### src/pet_ram.sv
// pet_ram: generic single write port, single read port ram with registered read
// no dependencies
`timescale 1ns / 1ps

module pet_ram #(
  parameter int WIDTH = 8,
  parameter int DEPTH = 16
) (
  input  logic                                      clk,
  input  logic                                      we,
  input  logic [((DEPTH > 1) ? $clog2(DEPTH) : 1)-1:0] waddr,
  input  logic [WIDTH-1:0]                          wdata,
  input  logic [((DEPTH > 1) ? $clog2(DEPTH) : 1)-1:0] raddr,
  output logic [WIDTH-1:0]                          rdata
);

  logic [WIDTH-1:0] mem [DEPTH];

  always_ff @(posedge clk) begin
    if (we) begin
      mem[waddr] <= wdata;
    end
    rdata <= mem[raddr];
  end

endmodule

### config.mk
export PLATFORM = sky130hd
export DESIGN_NAME = pet_ram
export DESIGN_NICKNAME = d
export VERILOG_FILES = /design/src/pet_ram.sv
export SDC_FILE = /design/constraint.sdc
export NUM_CORES = 1
export LEC_CHECK = 0
export ABC_CLOCK_PERIOD_IN_PS = 4800
export BUFFER_PORTS_ARGS = -buffer_cell sky130_fd_sc_hd__buf_4
export CORE_ASPECT_RATIO = 1.5
export CORE_UTILIZATION = 44
export DETAILED_ROUTE_END_ITERATION = 7
export SLEW_MARGIN = 20
export SYNTH_ARGS = -nofsm -noshare
export SYNTH_HDL_FRONTEND = slang
export SYNTH_SLANG_ARGS = --single-unit
export TNS_END_PERCENT = 30
### constraint.sdc
create_clock -name clk -period 4.8 [get_ports clk]
set_clock_uncertainty 0.15 [all_clocks]
set_input_delay 0.48 -clock clk [delete_from_list [all_inputs] [get_ports clk]]
set_output_delay 0.48 -clock clk [all_outputs]
set_load 0.03 [all_outputs]
==> results.sh <==
export IMPL_numCtsBuffers=17
export IMPL_clk_path_buf_depth=2
export IMPL_start_util=0.449
export IMPL_synth_common_cells="edfxtp_1 (128), mux4_2 (18), a22oi_1 (16), mux4_1 (14), nor2_1 (13)"
export IMPL_grt_pass1_vias=2524
export IMPL_finalNonFillerCells=429
export IMPL_setup_viol=0
export IMPL_critPathArrivalTime_ns=1.78
export IMPL_route_detailed_drc=0
export IMPL_hold_ws_ns=0.220
export IMPL_io_pins=26
export IMPL_rows=48
export IMPL_drive_above_1_share=0.276
export IMPL_grt_first_pass_wirelength_um=14200
export IMPL_antenna_left=0
export IMPL_synth_fp_nets=247
export IMPL_nFillCells=901
export IMPL_yosysMostFrequentCell="edfxtp_1"
export IMPL_crit_chain="buf_4 > or3b_2 > nor2_1"
export IMPL_netlist_area_leader_share=0.747
export IMPL_status="completed"
export IMPL_grt_overflow=0
export IMPL_design_area_mm2=0.00606
export IMPL_gp_congestion=0.731
export IMPL_postSynthAreaPerCell_um2=22.5
export IMPL_routed_via_density=5.55
export IMPL_ys_seq_elements=136
export IMPL_core_mm2=0.0115
export IMPL_antenna_found_initial=0
export IMPL_area_growth_pct=17.8
export IMPL_tightest_slew_ns=1.00
export IMPL_detailed_place_hpwl_um=6030
export IMPL_cp_startpoint="waddr[2]"
export IMPL_path_clk_slew_ns=0.06
export IMPL_grt_use_total=0.174
export IMPL_r2r_slack_ns=3.30
export IMPL_peakVddDrop_mv=0.239
export IMPL_grt_max_degree=33
export IMPL_n_antenna_cell=0
export IMPL_crit_fanout=8
export IMPL_netlist_instances=229
export IMPL_die_width_um=90.3
export IMPL_cap_violations=0
export IMPL_hold_viol=0
export IMPL_fmax_mhz=528
export IMPL_critical_path_top_delay_family="simple AND/OR/NAND/NOR gates"
export IMPL_ys_top_cells_by_area="edfxtp_1 (75%), mux4_2 (7.9%), mux4_1 (7.1%)"
export IMPL_drt_pre_antenna_iters=6
export IMPL_num_vias=2383
export IMPL_crit_type="primary input to register"
export IMPL_final_nets=284
export IMPL_cts_hold_buf=0
export IMPL_rsz0062_at_grt="no"
export IMPL_path_buf_inv=1
export IMPL_async_reset_ff_frac=0
export IMPL_die_area_mm2=0.0121
export IMPL_worstPathRequired_ns=4.68
export IMPL_synth_ff_type="edfxtp_1"
export IMPL_synth_edf_count=128
export IMPL_max_stage_delay_ns=0.66
export IMPL_synth_warnings=0
export IMPL_yosysUniqueCellTypes=19
export IMPL_cts_setup_buffers=0
export IMPL_clk_latency_ns=0.41
export IMPL_placed_cells=397
export IMPL_fin_crit_sh=0.395
export IMPL_crit_end="mem[2][2]"
export IMPL_syn_area_mm2=0.00515
export IMPL_seq_area_frac_synth=0.778
export IMPL_die_h_um=134
export IMPL_reg2reg_from="mem[0][5]"
export IMPL_yosys_area_top_type="edfxtp_1"
export IMPL_crit_slowest_cell="nor2_1"
export IMPL_end_kind="register"
export IMPL_period_needed_ns=1.89
export IMPL_drv_slew=0
export IMPL_cp_num_cells=3
export IMPL_worst_r2r_cell_count=3
export IMPL_clock_root_buffer="clkbuf_16"
export IMPL_placed_area_mm2=0.00546
export IMPL_setup_tns_ns=0
export IMPL_h_tree_depth=4
export IMPL_cts_tree="built"
export IMPL_drt_iter0_drc=151
export IMPL_p_per_area_mw_per_mm2=457
export IMPL_power_leakage_uw=0.00203
export IMPL_critPathLaunchType="primary input"
export IMPL_wl_um=9550
export IMPL_timing_hold_worst_class="primary input to register"
export IMPL_io_buffers=25
export IMPL_numClockSinks=136
export IMPL_r2r_end="rdata[5]"
export IMPL_cts_resized=0
export IMPL_wl_per_cell_um=22.3
export IMPL_slew_headroom=0.328
## per-stage QoR
step                      total power, µW   util  setup slack, ns
final                                2770  0.529             2.91
after global routing                 2840  0.529             2.84
after CTS                            2780  0.528             2.65
after detailed placement             1500  0.476             2.22
after global placement               1500  0.476             2.34
after floorplan                      1440      -             2.68
## per-layer routing
layer  up-vias  track usage  routed length, µm
li1       1047            -                  -
met1      1209        0.192               3680
met2        98        0.290               5000
met3        29       0.0563                481
met4         0        0.111                380
met5         -            0                  0
## cell usage in the layout (no fill, tap or decap), types with 2 or more instances in the layout
cell type and count:
nor2_1 13, a22oi_1 16, mux4_2 18, nand2_1 9
nand3b_1 2, clkinv_2 5, clkbuf_8 3, nor3_1 3
clkbuf_16 17, nand2b_1 2, bufinv_16 3, edfxtp_1 128
clkbuf_1 3, buf_4 28, dfxtp_1 8, mux4_1 14
## where the power goes
part	internal (µW)	switching (µW)
Combinational	56.1	82.6
Sequential	1330	7.37
Clock	853	442
## layout make-up
class	instances	area, µm²	area share
Clock buffer	23	478	0.0788
Clock inverter	9	123	0.0202
Multi-Input combinational cell	83	1060	0.175
Sequential cell	136	4000	0.660
Tap cell	150	188	0.0309
Timing Repair Buffer	28	210	0.0347
## worst min-delay path by stage
stage / startpoint / endpoint / slack [ns] / depth (start not counted)
floorplan: wdata[0] / mem[0][0] / 0.43 / 0
global placement: mem[11][1] / rdata[1] / 0.50 / 3
detailed placement: mem[8][2] / rdata[2] / 0.52 / 3
CTS: wdata[1] / mem[4][1] / 0.21 / 1
global route: wdata[0] / mem[5][0] / 0.23 / 1
finish: wdata[1] / mem[4][1] / 0.22 / 1
## cells by family after synthesis
kind of cell,share of synthesized area
flip-flops,0.778
AND/OR/NAND/NOR,0.0318
AO/OA/AOI/OAI,0.0233
multiplexers,0.150
buffers and inverters,0.0168
## sequential cells by signal, summed over array words and instances, names as in the netlist
signal  cells
mem       128
rdata       8
No activity file was read; power rests on OpenSTA's default activity.
