===== src/pet_pkg.sv =====
// pet_pkg: types, codes and sizes shared by the packed entity table
// used by pet_cmp and packed_entity_table; no dependencies
`timescale 1ns / 1ps

package pet_pkg;

  localparam int MAX_ENTRIES = 64;
  localparam int IDX_W       = (MAX_ENTRIES > 1) ? $clog2(MAX_ENTRIES) : 1;
  localparam int CNT_W       = $clog2(MAX_ENTRIES + 1);
  localparam int KEY_W       = 64;
  localparam int SLOT_W      = 6;

  typedef enum logic [1:0] {
    FUNC_CREATE  = 2'd0,
    FUNC_DESTROY = 2'd1,
    FUNC_LOOKUP  = 2'd2,
    FUNC_QUERY   = 2'd3
  } func_t;

  typedef enum logic [2:0] {
    ST_OK       = 3'd0,
    ST_DUP      = 3'd1,
    ST_FULL     = 3'd2,
    ST_NOTFOUND = 3'd3,
    ST_NOMATCH  = 3'd4
  } status_t;

  typedef enum logic [0:0] {
    CMP_ID   = 1'b0,
    CMP_MASK = 1'b1
  } cmp_op_t;

  typedef enum logic [1:0] {
    S_IDLE,
    S_SCAN,
    S_DEL_RD,
    S_DEL_WR
  } state_t;

  typedef struct packed {
    func_t              func;
    logic [KEY_W-1:0]   entity_id;
    logic [KEY_W-1:0]   flags;
  } in_item_t;

  typedef struct packed {
    status_t            status;
    logic [KEY_W-1:0]   entity_id_res;
    logic [KEY_W-1:0]   flags_res;
    logic [SLOT_W-1:0]  slot;
    logic               last;
  } out_item_t;

  typedef struct packed {
    logic [KEY_W-1:0] id;
    logic [KEY_W-1:0] flags;
  } entry_t;

  function automatic out_item_t make_out(status_t st, entry_t ent, logic [SLOT_W-1:0] slot,
                                         logic last);
    out_item_t o;
    o.status        = st;
    o.entity_id_res = ent.id;
    o.flags_res     = ent.flags;
    o.slot          = slot;
    o.last          = last;
    return o;
  endfunction

endpackage


===== src/pet_cmp.sv =====
// pet_cmp: the one 64-bit comparator shared by identifier search and mask query
// depends on pet_pkg
`timescale 1ns / 1ps

module pet_cmp (
  input  pet_pkg::cmp_op_t             op,
  input  logic [pet_pkg::KEY_W-1:0]    key,
  input  pet_pkg::entry_t              ent,
  output logic                         match
);

  logic [pet_pkg::KEY_W-1:0] lhs;

  // mask query: every key bit must be present in the stored flags
  always_comb begin
    unique case (op)
      pet_pkg::CMP_MASK: lhs = ent.flags & key;
      default:           lhs = ent.id;
    endcase
  end

  assign match = (lhs == key);

endmodule


===== config.mk =====
export PLATFORM = sky130hd
export DESIGN_NAME = pet_cmp
export DESIGN_NICKNAME = d
export VERILOG_FILES = /design/src/pet_pkg.sv /design/src/pet_cmp.sv
export SDC_FILE = /design/constraint.sdc
export NUM_CORES = 1
export LEC_CHECK = 0
export ABC_AREA = 1
export BUFFER_PORTS_ARGS = -buffer_cell sky130_fd_sc_hd__buf_2
export CAP_MARGIN = 10
export CORE_AREA = 2 2 79 81
export DETAILED_ROUTE_END_ITERATION = 7
export DIE_AREA = 0 0 81 83
export PLACE_DENSITY = 0.87
export SLEW_MARGIN = 20
export SYNTH_ARGS = -nofsm -noshare
export SYNTH_HDL_FRONTEND = slang
export SYNTH_SLANG_ARGS = --single-unit

===== constraint.sdc =====
create_clock -name vclk -period 0.9
set_input_delay 0.045 -clock vclk [all_inputs]
set_output_delay 0.045 -clock vclk [all_outputs]
set_load 0.01 [all_outputs]

==> metrics.md, run 1 <==
| Metric | Value |
|---|---|
| Outcome | `finished with violations` |
| Failing checks | `negative setup slack` |
| Syn. warnings | `0` |
| Crit-path most repeated cell | `nand2_1` |
| CP max stage delay | `280 ps` |
| Fin crit share | `147%` |
| Starting Density | `33.3%` |
| Non-Filler Cell Area, Final | `3220 µm²` |
| Critical path peak fanout | `12` |
| Share of the synthesized area in the top cell type | `42.1%` |
| Max IR drop VDD | `0.199 mV` |
| Iteration-0 DRC Markers | `174` |
| Vias | `3,484` |
| Hold_buf cts | `0` |
| Core ar. | `5820 µm²` |
| Critical Path Slowest Stage Cell | `or2_2` |
| Pleak | `2.05 nW` |
| Final hold viol count | `0` |
| Worst Setup End Kind | `output pin` |
| Worst min path class | `input port to output pin` |
| Mapped Area | `1930 µm²` |
| Post-route antenna net violation count | `0` |
| Vias in the first global route | `3,067` |
| Synth top area cells | `nand2_1 (42%), nand3_1 (33%), inv_1 (10%), nor2_1 (4.3%), or2_2 (2.9%)` |
| Sequential share of the synthesized area | `0%` |
| 1st-pass router iterations | `5` |
| First-pass GRT wire length | `12,400 µm` |
| Setup Viol. Count Final | `1` |
| I/O Pins | `194` |
| Dominant cell type by area after synthesis | `nand2_1` |
| Critical-path cell list | `buf_12 -> inv_16 -> buf_16 -> nand2_1 -> or2_2 -> nand3_1 -> nor2_1 -> nand2_1 -> nor2_1 -> nand2_1 -> nor2_2 -> buf_2` |
| Final hold slack | `667 ps` |
| CP required | `850 ps` |
| Tot Pwr | `0.00136 W` |
| FFs & Latches | `0` |
| DRC | `0` |
| Antenna violations before repair | `0` |
| Max Cap Viol | `0` |
| Post-layout util | `55.4%` |
| Most frequent cells in the layout | `nand2_1 (217), buf_2 (193), nand3_1 (124)` |
| Die W | `81 µm` |
| Largest net degree at the start of global routing | `20` |
| Die area | `6720 µm²` |
| Global placement routability congestion | `0.898` |
| # diodes | `0` |
| Synthesized area per cell | `4.29 µm²` |
| Final min period | `1320 ps` |
| Yosys cell types | `12` |
| WL/cell | `10.9 µm` |
| Dpl hpwl | `6420 µm` |
| Setup TNS | `-419 ps` |
| P per Cell Area | `423 nW/µm²` |
| Setup Crit Path Kind | `input port to output pin` |
| WL final | `7850 µm` |
| Least-Margin Pin Slew | `167 ps` |
| Vias/cell | `4.86` |
| Overall global routing resource usage | `21.6%` |
| Unrepaired setup endpoints after global routing | `true` |
| Slew Viols, Final | `0` |
| Clock buffer count | `0` |
| Total area of sequential cells | `0 µm²` |
| Post-DP Area | `3020 µm²` |
| # nets final | `837` |
| Row Count | `28` |
| Worst setup SP type | `input port` |
| Die height | `83 µm` |
| Grt ovf | `0` |
| Worst Slack Setup Final | `-419 ps` |
| Max-slew headroom | `88.9%` |
| Fillers | `585` |
| Mapped Nets | `644` |
| Data arrival time of the worst path | `1270 ps` |
| IO Port Bufs | `194` |
| Commonest non-fill, non-tap cell in the layout | `nand2_1` |
| Maximum clock rate | `758 MHz` |
| Post-Syn Instances | `451` |
| Layout area overhead | `66.6%` |
| Layout cells sized above 1 | `34.9%` |
power breakdown:
group | switching [W] | leakage (nW) | internal, W | total [W]
clock network | 0 | 0 | 0 | 0
logic | 0.000666 | 2.05 | 0.000698 | 0.00136
registers | 0 | 0 | 0 | 0
per-layer routing:
metal / up-vias / global-route usage [%] / wire length, µm
li1: 1804 / - / -
met1: 1483 / 24.8 / 3080
met2: 179 / 41.2 / 3990
met3: 18 / 2.17 / 629
met4: 0 / 5.55 / 146
met5: - / 0 / 0
Yosys cell counts:
cell type,count
buf_2,11
buf_4,3
clkbuf_1,2
nor2_1,22
nand3b_1,3
nand2_1,217
or2_2,9
nand3_1,127
o21ai_0,1
inv_2,1
inv_1,52
buf_6,3
critical path: cells and delay by family:
kind | cells | cell delay, ps
buffers and inverters | 4 | 480
AND/OR/NAND/NOR | 8 | 760
kinds of logic (layout without fill, tap and decap cells):
kind of cell / count (synthesis) / count (layout) / share of synthesized area, %
buf+inv: 72 / 263 / 16.4
compound gates: 1 / 1 / 0.258
simple gates: 378 / 378 / 83.3
worst paths after layout:
kind                      from  slack, ps  endpoint  depth (start not counted)
worst max-delay path        op       -420     match                         12
worst min-delay path  ent[123]        670     match                          9
repair_timing:
| item | CTS | global route |
|---|---|---|
| setup buffers | 0 | 0 |
| gates cloned | 5 | 1 |
| hold endpoints to repair | 0 | 0 |
| setup endpoints to repair | 1 | 1 |
| pin swaps | 7 | 4 |
| resized for setup | 18 | 0 |
final cells by class:
| cell class | instances | area [µm²] | share of cell area [%] |
|---|---|---|---|
| inverter | 53 | 215 | 6.68 |
| multi-input combinational | 379 | 1630 | 50.7 |
| tap | 75 | 93.8 | 2.91 |
| timing repair buffer | 209 | 1260 | 39.1 |
| timing repair inverter | 1 | 20.0 | 0.621 |
stage by stage:
stage                     setup slack (ps)  std cells
after global routing                  -522        717
after floorplan                      -75.3        451
after detailed placement              -562        711
final                                 -419        717
after CTS                             -412        716
after global placement                -553        711
(Power assumes the default switching activity.)
==> run 2: changes to the inputs <==
--- a/config.mk
+++ b/config.mk
@@ -6,12 +6,13 @@
 export NUM_CORES = 1
 export LEC_CHECK = 0
 export ABC_AREA = 1
+export ABC_CLOCK_PERIOD_IN_PS = 900
 export BUFFER_PORTS_ARGS = -buffer_cell sky130_fd_sc_hd__buf_2
 export CAP_MARGIN = 10
-export CORE_AREA = 2 2 79 81
+export CORE_AREA = 2 2 91 93
 export DETAILED_ROUTE_END_ITERATION = 7
-export DIE_AREA = 0 0 81 83
-export PLACE_DENSITY = 0.87
+export DIE_AREA = 0 0 93 95
+export PLACE_DENSITY = 0.57
 export SLEW_MARGIN = 20
 export SYNTH_ARGS = -nofsm -noshare
 export SYNTH_HDL_FRONTEND = slang
==> run 2 against run 1 <==
  * The flow still finishes with violations (negative setup slack)
  * Sequential share of layout area is the same
  * Fmax fell by 1.9%
  * First-iteration DRC count down 54%
  * Combinational power grew 7%
  * Core utilization decreased by 12 points
  * Design area grew 5.6%
  * Count of clock-buffer cells in the layout did not move
  * Global-route usage is 4.3 points lower
  * Largest power group unchanged
  * Highest routed layer unchanged
==> metrics.md, run 2 (synthesis gave the netlist of run 1 again) <==
| Metric | Value |
|---|---|
| Vias/cell | `4.66 (-4.2%)` |
| FFs & Latches | `0 (unchanged)` |
| Worst min path class | `input port to output pin` |
| Total area of sequential cells | `0 µm² (unchanged)` |
| Setup Crit Path Kind | `input port to output pin` |
| Post-DP Area | `3080 µm² (+1.9%)` |
| Unrepaired setup endpoints after global routing | `true` |
| Row Count | `33 (+18%)` |
| Commonest non-fill, non-tap cell in the layout | `nand2_1` |
| Antenna violations before repair | `0 (unchanged)` |
| Die height | `95 µm (+14%)` |
| Largest net degree at the start of global routing | `35 (+75%)` |
| CP required | `850 ps (about the same)` |
| Pleak | `2.11 nW (+2.9%)` |
| Clock buffer count | `0 (unchanged)` |
| Max IR drop VDD | `0.145 mV (-27%)` |
| Vias | `3,497 (+0.37%)` |
| CP startpoint | `op` |
| Hold_buf cts | `0 (unchanged)` |
| Global placement routability congestion | `0.786 (-12%)` |
| I/O Pins | `194 (unchanged)` |
| Start point of the worst hold path | `key[56]` |
| Worst Setup End Kind | `output pin` |
| Max Cap Viol | `0 (unchanged)` |
| Critical path peak fanout | `8 (-4)` |
| Failing checks | `negative setup slack` |
| Final min period | `1350 ps (+25.6 ps)` |
| Maximum clock rate | `743 MHz (-1.9%)` |
| CP max stage delay | `160 ps (-120 ps)` |
| Core ar. | `7930 µm² (+36%)` |
| # nets final | `841 (+0.48%)` |
| Post-route antenna net violation count | `0 (unchanged)` |
| DRC | `0 (unchanged)` |
| Setup Viol. Count Final | `1 (unchanged)` |
| P per Cell Area | `428 nW/µm² (+1.1%)` |
| Most frequent cells in the layout | `nand2_1 (215), buf_2 (193), nand3_1 (119)` |
| Slew Viols, Final | `0 (unchanged)` |
| Pre-CTS WS | `-597 ps (-35.2 ps)` |
| IO Port Bufs | `194 (unchanged)` |
| First-pass GRT wire length | `12,900 µm (+4.3%)` |
| Fin cells | `751 (+4.7%)` |
| Outcome | `finished with violations` |
| Fin crit share | `149% (+2.8 points)` |
| Grt ovf | `0 (unchanged)` |
| Starting Density | `24.4% (-8.9 points)` |
| Layout cells sized above 1 | `37.0% (+2.1 points)` |
| # diodes | `0 (unchanged)` |
| Least-Margin Pin Slew | `134 ps (-33.1 ps)` |
| Crit-path most repeated cell | `nand3_1` |
| Iteration-0 DRC Markers | `80 (-54%)` |
| Overall global routing resource usage | `17.3% (-4.3 points)` |
| Dpl hpwl | `6810 µm (+6.1%)` |
| Data arrival time of the worst path | `1300 ps (+30 ps)` |
| Vias in the first global route | `3,142 (+2.4%)` |
| WL final | `9000 µm (+15%)` |
| Final hold viol count | `0 (unchanged)` |
| 1st-pass router iterations | `4 (-1)` |
| Worst Slack Setup Final | `-445 ps (-25.6 ps)` |
| Critical-path cell list | `buf_12 -> buf_12 -> buf_16 -> nand3_1 -> nand3_1 -> nand3_1 -> nor2_2 -> nand2_1 -> nor2_1 -> nand2_1 -> nor2_2 -> buf_2` |
| Layout area overhead | `75.9%` |
| Worst setup SP type | `input port` |
| Critical Path Slowest Stage Cell | `buf_12` |
| Die area | `8840 µm² (+31%)` |
| WL/cell | `12.0 µm (+9.5%)` |
| Max-slew headroom | `91.0% (+2.1 points)` |
| Setup TNS | `-445 ps (-25.6 ps)` |
| Non-Filler Cell Area, Final | `3400 µm² (+5.6%)` |
| Placed Instances | `742 (+4.4%)` |
| Die W | `93 µm (+15%)` |
-- run 2: cell type report --
class | instances | area, µm²
Timing Repair Buffer | 214 | 1370
Inverter | 53 | 225
Multi-Input combinational cell | 379 | 1670
Fill cell | 921 | 4520
Tap cell | 105 | 131
-- run 2: per-layer routing --
layer  GRT usage [%]  vias to the layer above  part of all wire, %
met5               0                        -                    0
met4            1.47                        0                  1.2
met3            1.76                        8                  7.0
met2            34.5                      145                   50
met1            20.5                     1536                   42
li1                -                     1808                    -
-- run 2: timing repair --
item	in CTS	in global routing
setup endpoints to repair	1	1
setup buffers	1	0
pin swaps	6	6
gates cloned	2	6
resized for setup	12	17
-- run 2: worst max-delay path: cells and delay by family --
| family | cells | cell delay [ps] |
|---|---|---|
| simple gates | 8 | 710 |
| buf+inv | 4 | 550 |
-- run 2: worst paths after layout --
path	slack, ps	endpoint	depth (start not counted)
hold / removal	710	match	9
setup / recovery	-450	match	12
-- run 2: metrics by stage --
step                hold slack, ps  utilization, %  total power (W)
detailed placement             691            38.8          0.00126
floorplan                      422               -         0.000650
global route                   776            42.9          0.00164
global placement               683            38.8          0.00123
CTS                            696            40.2          0.00133
finish                         709            42.9          0.00146
-- run 2: power breakdown --
group	switching, W	leakage, nW	internal (W)
sequential	0	0	0
combinational	0.000709	2.11	0.000746
clock	0	0	0
total	0.000709	2.11	0.000746
